==> src/sv/wcs_pkg.sv <==
// ----------------------------------------------------------------------------
// wcs_pkg
// Shared types, constants and the shade lookup for the wall column shader.
// ----------------------------------------------------------------------------
package wcs_pkg;

  localparam int ROWS     = 32;
  localparam int ROW_W    = 6;
  localparam int DIST_W   = 16;
  localparam int SHADE_W  = 3;
  localparam int K_W      = ROW_W;
  localparam int PROD_W   = DIST_W + K_W;
  localparam int CENTER   = ROWS / 2;
  localparam int DIST_ONE = 256;
  localparam int SPAN_NUM = CENTER * DIST_ONE;

  localparam logic [SHADE_W-1:0] SHADE_BG = 3'd0;
  localparam logic [SHADE_W-1:0] SHADE_D1 = 3'd1;
  localparam logic [SHADE_W-1:0] SHADE_D2 = 3'd2;
  localparam logic [SHADE_W-1:0] SHADE_D3 = 3'd3;
  localparam logic [SHADE_W-1:0] SHADE_D4 = 3'd4;
  localparam logic [SHADE_W-1:0] SHADE_D5 = 3'd5;
  localparam logic [SHADE_W-1:0] SHADE_D6 = 3'd6;

  typedef struct packed {
    logic [DIST_W-1:0] distance;
    logic              empty_column;
  } in_item_t;

  typedef struct packed {
    logic [SHADE_W-1:0] shade;
    logic [ROW_W-1:0]   row;
    logic               last_row;
  } out_item_t;

  typedef struct packed {
    logic [DIST_W-1:0] distance;
    logic              empty_column;
    logic [ROW_W-1:0]  row;
    logic              last_row;
  } row_item_t;

  function automatic logic [SHADE_W-1:0] shade_for(input logic [DIST_W-1:0] d);
    logic [SHADE_W-1:0] s;
    if (d > DIST_W'(5 * DIST_ONE)) s = SHADE_D6;
    else if (d > DIST_W'(4 * DIST_ONE)) s = SHADE_D5;
    else if (d > DIST_W'(3 * DIST_ONE)) s = SHADE_D4;
    else if (d > DIST_W'(2 * DIST_ONE)) s = SHADE_D3;
    else if (d > DIST_W'(DIST_ONE)) s = SHADE_D2;
    else s = SHADE_D1;
    return s;
  endfunction

endpackage

==> src/sv/wcs_row_gen.sv <==
// ----------------------------------------------------------------------------
// wcs_row_gen
// Column sequencer: holds one column and issues its rows one per cycle on adv.
// ----------------------------------------------------------------------------
module wcs_row_gen (
  input  logic                clk,
  input  logic                rst_n,
  input  logic                in_valid,
  input  wcs_pkg::in_item_t   in_data,
  output logic                in_stall,
  input  logic                adv,
  output logic                s0_valid,
  output wcs_pkg::row_item_t  s0_item
);
  import wcs_pkg::*;

  localparam logic [ROW_W-1:0] LAST_ROW = ROW_W'(ROWS - 1);

  logic              active_r, active_nxt;
  logic [ROW_W-1:0]  row_r, row_nxt;
  logic [DIST_W-1:0] dist_r, dist_nxt;
  logic              empty_r, empty_nxt;
  logic              is_last;
  logic              take;

  assign is_last  = (row_r == LAST_ROW);
  assign in_stall = active_r && !(adv && is_last);
  assign take     = in_valid && !in_stall;

  always_comb begin
    active_nxt = active_r;
    row_nxt    = row_r;
    dist_nxt   = dist_r;
    empty_nxt  = empty_r;
    if (take) begin
      active_nxt = 1'b1;
      row_nxt    = '0;
      dist_nxt   = in_data.distance;
      empty_nxt  = in_data.empty_column;
    end else if (adv && active_r) begin
      row_nxt = row_r + 1'b1;
      if (is_last) begin
        active_nxt = 1'b0;
      end
    end
  end

  always_ff @(posedge clk) begin
    if (!rst_n) begin
      active_r <= 1'b0;
      row_r    <= '0;
    end else begin
      active_r <= active_nxt;
      row_r    <= row_nxt;
    end
  end

  always_ff @(posedge clk) begin
    dist_r  <= dist_nxt;
    empty_r <= empty_nxt;
  end

  assign s0_valid              = active_r;
  assign s0_item.distance      = dist_r;
  assign s0_item.empty_column  = empty_r;
  assign s0_item.row           = row_r;
  assign s0_item.last_row      = is_last;

endmodule

==> src/sv/wcs_span_pipe.sv <==
// ----------------------------------------------------------------------------
// wcs_span_pipe
// Three-stage row shader: offset and shade, offset times distance, span test.
// ----------------------------------------------------------------------------
module wcs_span_pipe (
  input  logic                clk,
  input  logic                rst_n,
  input  logic                adv,
  input  logic                s0_valid,
  input  wcs_pkg::row_item_t  s0_item,
  output logic                out_valid,
  output wcs_pkg::out_item_t  out_data
);
  import wcs_pkg::*;

  typedef struct packed {
    logic [K_W-1:0]     k;
    logic [DIST_W-1:0]  distance;
    logic               zero;
    logic               empty;
    logic [SHADE_W-1:0] shade;
    logic [ROW_W-1:0]   row;
    logic               last;
  } s1_t;

  typedef struct packed {
    logic [PROD_W-1:0]  prod;
    logic               zero;
    logic               empty;
    logic [SHADE_W-1:0] shade;
    logic [ROW_W-1:0]   row;
    logic               last;
  } s2_t;

  localparam logic [ROW_W-1:0]  CENTER_ROW = ROW_W'(CENTER);
  localparam logic [PROD_W-1:0] SPAN_LIM   = PROD_W'(SPAN_NUM);

  logic      v1_r, v1_nxt, v2_r, v2_nxt, v3_r, v3_nxt;
  s1_t       s1_r, s1_nxt;
  s2_t       s2_r, s2_nxt;
  out_item_t s3_r, s3_nxt;
  logic      in_span;

  always_comb begin
    s1_nxt.k        = (s0_item.row >= CENTER_ROW) ? K_W'(s0_item.row - CENTER_ROW)
                                                  : K_W'(CENTER_ROW - s0_item.row);
    s1_nxt.distance = s0_item.distance;
    s1_nxt.zero     = (s0_item.distance == '0);
    s1_nxt.empty    = s0_item.empty_column;
    s1_nxt.shade    = shade_for(s0_item.distance);
    s1_nxt.row      = s0_item.row;
    s1_nxt.last     = s0_item.last_row;

    s2_nxt.prod  = PROD_W'(s1_r.k) * PROD_W'(s1_r.distance);
    s2_nxt.zero  = s1_r.zero;
    s2_nxt.empty = s1_r.empty;
    s2_nxt.shade = s1_r.shade;
    s2_nxt.row   = s1_r.row;
    s2_nxt.last  = s1_r.last;

    in_span         = s2_r.zero || (s2_r.prod <= SPAN_LIM);
    s3_nxt.shade    = (!s2_r.empty && in_span) ? s2_r.shade : SHADE_BG;
    s3_nxt.row      = s2_r.row;
    s3_nxt.last_row = s2_r.last;

    v1_nxt = adv ? s0_valid : v1_r;
    v2_nxt = adv ? v1_r : v2_r;
    v3_nxt = adv ? v2_r : v3_r;
  end

  always_ff @(posedge clk) begin
    if (!rst_n) begin
      v1_r <= 1'b0;
      v2_r <= 1'b0;
      v3_r <= 1'b0;
    end else begin
      v1_r <= v1_nxt;
      v2_r <= v2_nxt;
      v3_r <= v3_nxt;
    end
  end

  always_ff @(posedge clk) begin
    if (adv) begin
      s1_r <= s1_nxt;
      s2_r <= s2_nxt;
      s3_r <= s3_nxt;
    end
  end

  assign out_valid = v3_r;
  assign out_data  = s3_r;

endmodule

==> src/sv/wall_column_shader_top.sv <==
// Row 0 of an accepted column passes the sequencer, s1, s2 and s3 registers.
// Throughput: one row per cycle while out_stall does not hold the output; the row
// sequencer takes the next column in the cycle its last row moves on.
// Reset: synchronous, active low; clears the sequencer and all stage valid bits.
// ----------------------------------------------------------------------------
// wall_column_shader_top
// Turns a wall distance per screen column into a shade code per row.
// ----------------------------------------------------------------------------
module wall_column_shader_top (
  input  logic                clk,
  input  logic                rst_n,
  input  logic                in_valid,
  input  wcs_pkg::in_item_t   in_data,
  output logic                in_stall,
  output logic                out_valid,
  input  logic                out_stall,
  output wcs_pkg::out_item_t  out_data
);
  import wcs_pkg::*;

  logic      adv;
  logic      s0_valid;
  row_item_t s0_item;

  assign adv = !out_valid || !out_stall;

  wcs_row_gen u_row_gen (
    .clk      (clk),
    .rst_n    (rst_n),
    .in_valid (in_valid),
    .in_data  (in_data),
    .in_stall (in_stall),
    .adv      (adv),
    .s0_valid (s0_valid),
    .s0_item  (s0_item)
  );

  wcs_span_pipe u_span_pipe (
    .clk       (clk),
    .rst_n     (rst_n),
    .adv       (adv),
    .s0_valid  (s0_valid),
    .s0_item   (s0_item),
    .out_valid (out_valid),
    .out_data  (out_data)
  );

endmodule

==> config.mk <==
export PLATFORM = sky130hd
export DESIGN_NAME = wall_column_shader_top
export DESIGN_NICKNAME = d
export VERILOG_FILES = /design/src/sv/wcs_pkg.sv /design/src/sv/wcs_row_gen.sv /design/src/sv/wcs_span_pipe.sv /design/src/sv/wall_column_shader_top.sv
export SDC_FILE = /design/constraint.sdc
export NUM_CORES = 1
export LEC_CHECK = 0
export ABC_AREA = 1
export BUFFER_PORTS_ARGS = -buffer_cell sky130_fd_sc_hd__buf_2
export CORE_MARGIN = 8
export CORE_UTILIZATION = 30
export CTS_BUF_LIST = sky130_fd_sc_hd__clkbuf_4 sky130_fd_sc_hd__clkbuf_8 sky130_fd_sc_hd__clkbuf_16
export DETAILED_ROUTE_END_ITERATION = 8
export GPL_ROUTABILITY_DRIVEN = 0
export PLACE_DENSITY = 0.42
export SLEW_MARGIN = 20
export SYNTH_ARGS = -nofsm -noshare
export SYNTH_HDL_FRONTEND = slang
export SYNTH_SLANG_ARGS = --single-unit
export TNS_END_PERCENT = 10
==> constraint.sdc <==
create_clock -name clk -period 5.19 [get_ports clk]
set_input_delay 0.2595 -clock clk [delete_from_list [all_inputs] [get_ports clk]]
set_output_delay 0.2595 -clock clk [all_outputs]
set_load 0.02 [all_outputs]
==> out/summary.txt, run 1 <==
Most used cell, CP = nand2_1
Die X = 169 microns
Warning count from the yosys run = 0
Largest net degree at the start of global routing = 71
Die Area = 28500 sq um
CP max FO = 16
Proportion of layout cells with a drive suffix above 1 = 0.0785
DP Cell Count = 1118
Setup Buffers After CTS = 0
Share of the synthesized area in the top cell type = 0.402
CTS Hold Bufs = 0
CTS H-Tree Depth = 3
Ranking of synthesized cells by area = edfxtp_1, fa_1, inv_1
Total CTS buffers = 9
Antenna cells = 0
Max_slew headroom = 0.417
Detailed Route Iter0 Violations = 195
Drt first pass iters = 4
P&R area growth vs syn = 11.7%
Reg2reg end = u_span_pipe.s2_r[32]
Slowest cell on crit path = edfxtp_1
Status = complete, no violations
Initial antenna violation count = 0
Share of total power in sequential cells = 0.456
Port Buf Inserts = 32
Vias in the first global route = 4684
Syn Std Cell Area = 7020 sq um
# nets final = 920
Setup violations, final = 0
Total GRT Usage = 0.102
Cell row count = 56
Via count = 4550
Clk buf depth = 2
Register area share after synthesis = 0.431
Worst r2r src = u_span_pipe.s1_r[31]
WP data required = 5.30 ns
Worst min-delay path startpoint = in_data[2]
Total wire length = 13500 microns
Starting Density = 0.303
Max-Cap Viols = 0
Sw Ratio = 0.322
Crit-path max cell delay = 0.76 ns
Most common library cell in the layout ignoring fill and taps = inv_1
Non-filler instance count after layout = 1134
CTS clk-pin slew, worst paths = 0.08 ns
Class of the worst hold path = in2reg
P per Cell Area = 309 nW/um^2
R2r setup slk = 1.17 ns
Post-DR vias/cell = 4.01
Max Clock Freq = 0.249 GHz
Yosys cell types = 30
CTS tree = done
Final ANT Viol Nets = 0
Minimum clock period after layout = 4.02 ns
CP startpoint kind = flop
TritonCTS Sinks = 104
Part of the cycle the worst path needs = 0.774
FF+latch count, synth = 104
Hpwl dp = 10600 microns
Synth Area per Inst = 9.01 sq um
I/O pin count = 33
Skew-Pair Late Insertion Delay = 0.35 ns
Worst Path Arrival = 4.13 ns
Combinational group share of total power = 0.260
Wire per inst = 11.9 microns
Clock Power Share = 0.284
Core footprint = 23200 sq um
Clock Skew = 0.00796 ns
Fin. max-slew vios = 0
Setup WS pre-CTS = 1.14 ns
WHS = 0.0755 ns
Most frequent cells in the layout = inv_1, nand2_1, edfxtp_1
Leakage power = 4.25 nW
Core Util, Final = 0.338
Worst path cell trace = nand2_1, inv_1, fa_1, fa_1, inv_1, fa_1, inv_1, ha_1, a21oi_1, o21ai_0, a21oi_1, nand2_1, nand2_1, nand2_1
Die H = 169 microns
Setup TNS = 0 ns
Worst hold path depth = 1
CTS resizes = 0
Post-DP Area = 7540 sq um
Post-Layout Inst Area = 7840 sq um
Largest area contributor in the netlist = edfxtp_1
Hold Vio Cnt, Final = 0
Crit. End Element = flop
Internal = 1.64 mW
Cell count after synthesis = 779
Reg2Reg Depth = 14
Peak VDD IR = 161 uV
DRC viols = 0
Global route overflow = 0
Least-Margin Pin Slew = 0.874 ns
Critical path type = reg2reg
Unrepaired setup endpoints after global routing = no
Clk root buf = clkbuf_16
Setup ws final = 1.17 ns
Pwr Total = 2.42 mW
Switch Pwr = 780 uW
Global-route wire length before repair = 23300 microns
Worst hold endpoint = u_row_gen.dist_r[1]
Synth Net Count = 889
worst max path at each step:
stage	start	endpoint	slack, ns	cells past startpoint
2_1_floorplan	u_span_pipe.s1_r[33]	u_span_pipe.s2_r[30]	1.46	16
3_3_place_gp	u_span_pipe.s1_r[32]	u_span_pipe.s2_r[29]	1.11	16
3_5_place_dp	u_span_pipe.s1_r[32]	u_span_pipe.s2_r[29]	1.14	18
4_1_cts	u_span_pipe.s1_r[32]	u_span_pipe.s2_r[29]	1.13	18
5_1_grt	u_span_pipe.s1_r[29]	u_span_pipe.s2_r[29]	0.86	18
6_report	u_span_pipe.s1_r[31]	u_span_pipe.s2_r[32]	1.17	14
metal layers:
metal / track usage / share of wire
met2: 0.165 / 0.45
met5: 0 / 0
met4: 0.0326 / 0.014
met1: 0.135 / 0.51
met3: 0.0182 / 0.022
registers in the layout, summed over array words and instances (netlist names):
register               flops
u_span_pipe.v1_r           1
u_span_pipe.s2_r          34
u_span_pipe.out_data      10
u_row_gen.dist_r          16
u_span_pipe.v2_r           1
u_row_gen.empty_r          1
u_span_pipe.out_valid      1
u_span_pipe.s1_r          33
u_row_gen.s0_valid         1
u_row_gen.row_r            6
synthesized netlist by cell type (all sizes together):
cell    count
dfxtp      10
fa         57
nor2b       1
nor3        6
nand4       2
o31ai       1
xnor2       3
and3        1
ha         32
inv       217
o211ai      1
nand3      28
a21o        1
o21ai       9
and2        2
buf         1
o22ai       1
nor2       54
clkbuf     12
xor2       11
nand2     208
a21oi      27
edfxtp     94
critical path, delay by kind of cell, from the launching register on:
| kind | cells | cell delay (ns) |
|---|---|---|
| AO/OA/AOI/OAI | 3 | 0.62 |
| adder cells (fa/ha/maj) | 4 | 1.90 |
| buffers and inverters | 3 | 0.20 |
| flip-flops | 1 | 0.76 |
| AND/OR/NAND/NOR | 4 | 0.27 |
power by group through the flow:
stage	Clock, mW	Sequential (mW)	Combinational (mW)
after detailed placement	0	1.12	0.640
after global placement	0	1.12	0.643
after floorplan	0	1.10	0.495
after global routing	0.748	1.12	0.743
final	0.687	1.10	0.629
after CTS	0.721	1.11	0.645
cell type report:
class / count / area [sq um]
Tap cell: 319 / 399
Multi-Input combinational cell: 445 / 3130
Clock buffer: 11 / 258
Clock inverter: 5 / 42.5
Sequential cell: 104 / 3020
Inverter: 217 / 815
Fill cell: 2418 / 15400
Timing Repair Buffer: 33 / 168
cells by family after synthesis:
logic type / Yosys count / synth area share
buffers and inverters: 230 / 0.123
and+or+nand+nor: 302 / 0.177
adders and majority gates: 89 / 0.220
DFF: 104 / 0.431
AOI/OAI and AO/OA: 40 / 0.0314
xor gates and xnor gates: 14 / 0.0175
No activity file was read; power rests on OpenSTA's default activity.
==> run 2, diff against run 1 <==
Clock period 5.19 ns to 3.8 ns, I/O delays scaled along.
==> run 2 against run 1 <==
- first-iteration DRC count is 8.2% lower
- sequential power is 35% higher
- global-route usage is 0.21 points higher
- critical path depth is 2 higher
- clock power is 37% higher
- critical endpoint is now u_span_pipe.s2_r[26]
==> out/summary.txt, run 2 (synthesis results as in run 1) <==
Status = complete, no violations
Setup TNS = 0 ns (unchanged)
CTS H-Tree Depth = 3 (unchanged)
Core Util, Final = 0.367 (+0.0290)
Skew-Pair Late Insertion Delay = 0.35 ns (about the same)
Crit. End Element = flop
Worst r2r src = u_span_pipe.s1_r[32]
Top reg by flops = u_span_pipe.s2_r
Peak VDD IR = 239 uV (+49%)
Via count = 4733 (+4.0%)
Clock Skew = 0.00821 ns (+0.000248 ns)
Minimum clock period after layout = 3.62 ns (-0.402 ns)
Setup violations, final = 0 (unchanged)
Die X = 169 microns (unchanged)
Starting Density = 0.303 (unchanged)
Post-DR vias/cell = 4.00 (-0.37%)
Sw Ratio = 0.322 (about the same)
# nets final = 970 (+5.4%)
Global-route wire length before repair = 24200 microns (+3.6%)
Setup WS pre-CTS = 0.0211 ns (-1.12 ns)
Global route overflow = 0 (unchanged)
Clk root buf = clkbuf_16
TritonCTS Sinks = 104 (unchanged)
CTS clk-pin slew, worst paths = 0.08 ns (about the same)
Leakage power = 4.51 nW (+5.9%)
Antenna cells = 0 (unchanged)
Total GRT Usage = 0.104 (+0.00214)
DP Cell Count = 1149 (+2.8%)
Share of total power in sequential cells = 0.414 (-0.042)
P&R area growth vs syn = 21.3%
Worst min-delay path startpoint = in_data[2]
Clk buf depth = 2 (unchanged)
Fin. max-slew vios = 0 (unchanged)
Largest net degree at the start of global routing = 45 (-37%)
Worst Path Arrival = 3.71 ns (-0.42 ns)
Part of the cycle the worst path needs = 0.951 (+0.177)
Class of the worst hold path = in2reg
Combinational group share of total power = 0.324 (+0.064)
Largest register FFs = 34 (unchanged)
Die H = 169 microns (unchanged)
P per Cell Area = 421 nW/um^2 (+36%)
Initial antenna violation count = 0 (unchanged)
Switch Pwr = 1.16 mW (+48%)
Reg2reg end = u_span_pipe.s2_r[26]
Largest registers = u_span_pipe.s2_r (34), u_span_pipe.s1_r (33), u_row_gen.dist_r (16)
CP max FO = 16 (unchanged)
CTS tree = done
Reg2Reg Depth = 16 (+2)
Core footprint = 23200 sq um (unchanged)
Setup ws final = 0.185 ns (-0.988 ns)
Worst hold path depth = 1 (unchanged)
Final ANT Viol Nets = 0 (unchanged)
Least-Margin Pin Slew = 0.649 ns (-0.225 ns)
WP data required = 3.89 ns (-1.41 ns)
Max_slew headroom = 0.567 (+0.149)
Wire per inst = 11.7 microns (-1.5%)
Hpwl dp = 10800 microns (+1.8%)
CP startpoint kind = flop
Worst hold endpoint = u_row_gen.dist_r[1]
Max Clock Freq = 0.277 GHz (+11%)
I/O pin count = 33 (unchanged)
Vias in the first global route = 5009 (+6.9%)
Proportion of layout cells with a drive suffix above 1 = 0.148 (+0.0694)
Multi-input logic area = 3330 sq um (+6.3%)
FF/Latch Area = 3020 sq um (unchanged)
Detailed Route Iter0 Violations = 179 (-8.2%)
Most common library cell in the layout ignoring fill and taps = inv_1
Cell row count = 56 (unchanged)
Drt first pass iters = 4 (unchanged)
Clock Power Share = 0.262 (-0.022)
Non-filler instance count after layout = 1184 (+4.4%)
R2r setup slk = 0.18 ns (-0.99 ns)
Total wire length = 13900 microns (+2.8%)
Port Buf Inserts = 32 (unchanged)
Die Area = 28500 sq um (unchanged)
Internal = 2.43 mW (+48%)
WHS = 0.0240 ns (-0.0515 ns)
Unrepaired setup endpoints after global routing = yes
Max-Cap Viols = 0 (unchanged)
DRC viols = 0 (unchanged)
Critical path type = reg2reg
Hold Vio Cnt, Final = 0 (unchanged)
Total CTS buffers = 9 (unchanged)
Most frequent cells in the layout = inv_1, nand2_1, edfxtp_1
Filler cell count = 2419 (+0.041%)
==> run 2: cell count changes in the layout (fill, tap and decap cells not counted), sizes merged <==
cell / previous run / this run
inv: 221 / 222
clkinv: 1 / 0
dlygate4sd3: 0 / 15
buf: 33 / 68
==> run 2: what timing repair did <==
action	4_1_cts	5_1_grt
endpoints found under the hold margin	14	1
hold buffers	14	1
setup buffers	0	4
gates resized for setup	0	36
setup endpoints to repair	0	12
==> run 2: cell type report <==
| type | count | area share |
|---|---|---|
| Sequential cell | 104 | 0.355 |
| Inverter | 217 | 0.0957 |
| Timing Repair Buffer | 83 | 0.0760 |
| Clock buffer | 11 | 0.0297 |
| Multi-Input combinational cell | 445 | 0.391 |
| Clock inverter | 5 | 0.00515 |
| Tap cell | 319 | 0.0469 |
==> run 2: how the worst max path moves through the flow <==
stage	startpoint	endpoint	slack (ns)	cells past startpoint
after detailed placement	u_span_pipe.s1_r[33]	u_span_pipe.s2_r[32]	0.02	18
after floorplan	u_span_pipe.s1_r[33]	u_span_pipe.s2_r[30]	0.07	16
final	u_span_pipe.s1_r[32]	u_span_pipe.s2_r[26]	0.18	16
after CTS	u_span_pipe.s1_r[33]	u_span_pipe.s2_r[32]	0.01	18
after global routing	u_span_pipe.s1_r[31]	u_span_pipe.s2_r[29]	-0.02	19
after global placement	u_span_pipe.s1_r[15]	u_span_pipe.s2_r[33]	0.06	16
==> run 2: worst max-delay path, stage by stage, from the launching register on <==
cell and delay (ns):
edfxtp_1 0.41, buf_12 0.17, nand2_1 0.05, inv_1 0.05, fa_1 0.48, fa_1 0.54
inv_1 0.05, fa_1 0.52, inv_1 0.04, ha_2 0.31, a21o_1 0.18, a21oi_1 0.15
nand2_2 0.10, nand2_1 0.10, nand2_1 0.05, nand2_1 0.05, nand2_1 0.08
==> run 2: power groups by stage <==
stage,combinational [mW],clock [mW],sequential [mW]
2_1_floorplan,0.677,0,1.50
3_3_place_gp,1.02,0,1.51
3_5_place_dp,1.02,0,1.51
4_1_cts,1.03,0.988,1.49
5_1_grt,1.34,1.03,1.50
6_report,1.16,0.939,1.48
==> run 2: stage by stage <==
stage          power (mW)  instance area, sq um
2_1_floorplan        2.17                  7020
3_3_place_gp         2.53                  7830
3_5_place_dp         2.53                  7830
4_1_cts              3.51                  8270
5_1_grt              3.87                  8510
6_report             3.58                  8510
==> run 2: per-layer routing <==
layer  wire (microns)  up-vias  share of wire  GRT usage
met5                0        -              0          0
met4              218        0          0.016     0.0380
met3              298       10          0.021     0.0128
met2             6240       46           0.45      0.172
met1             7150     2186           0.51      0.137
li1                 -     2491              -          -
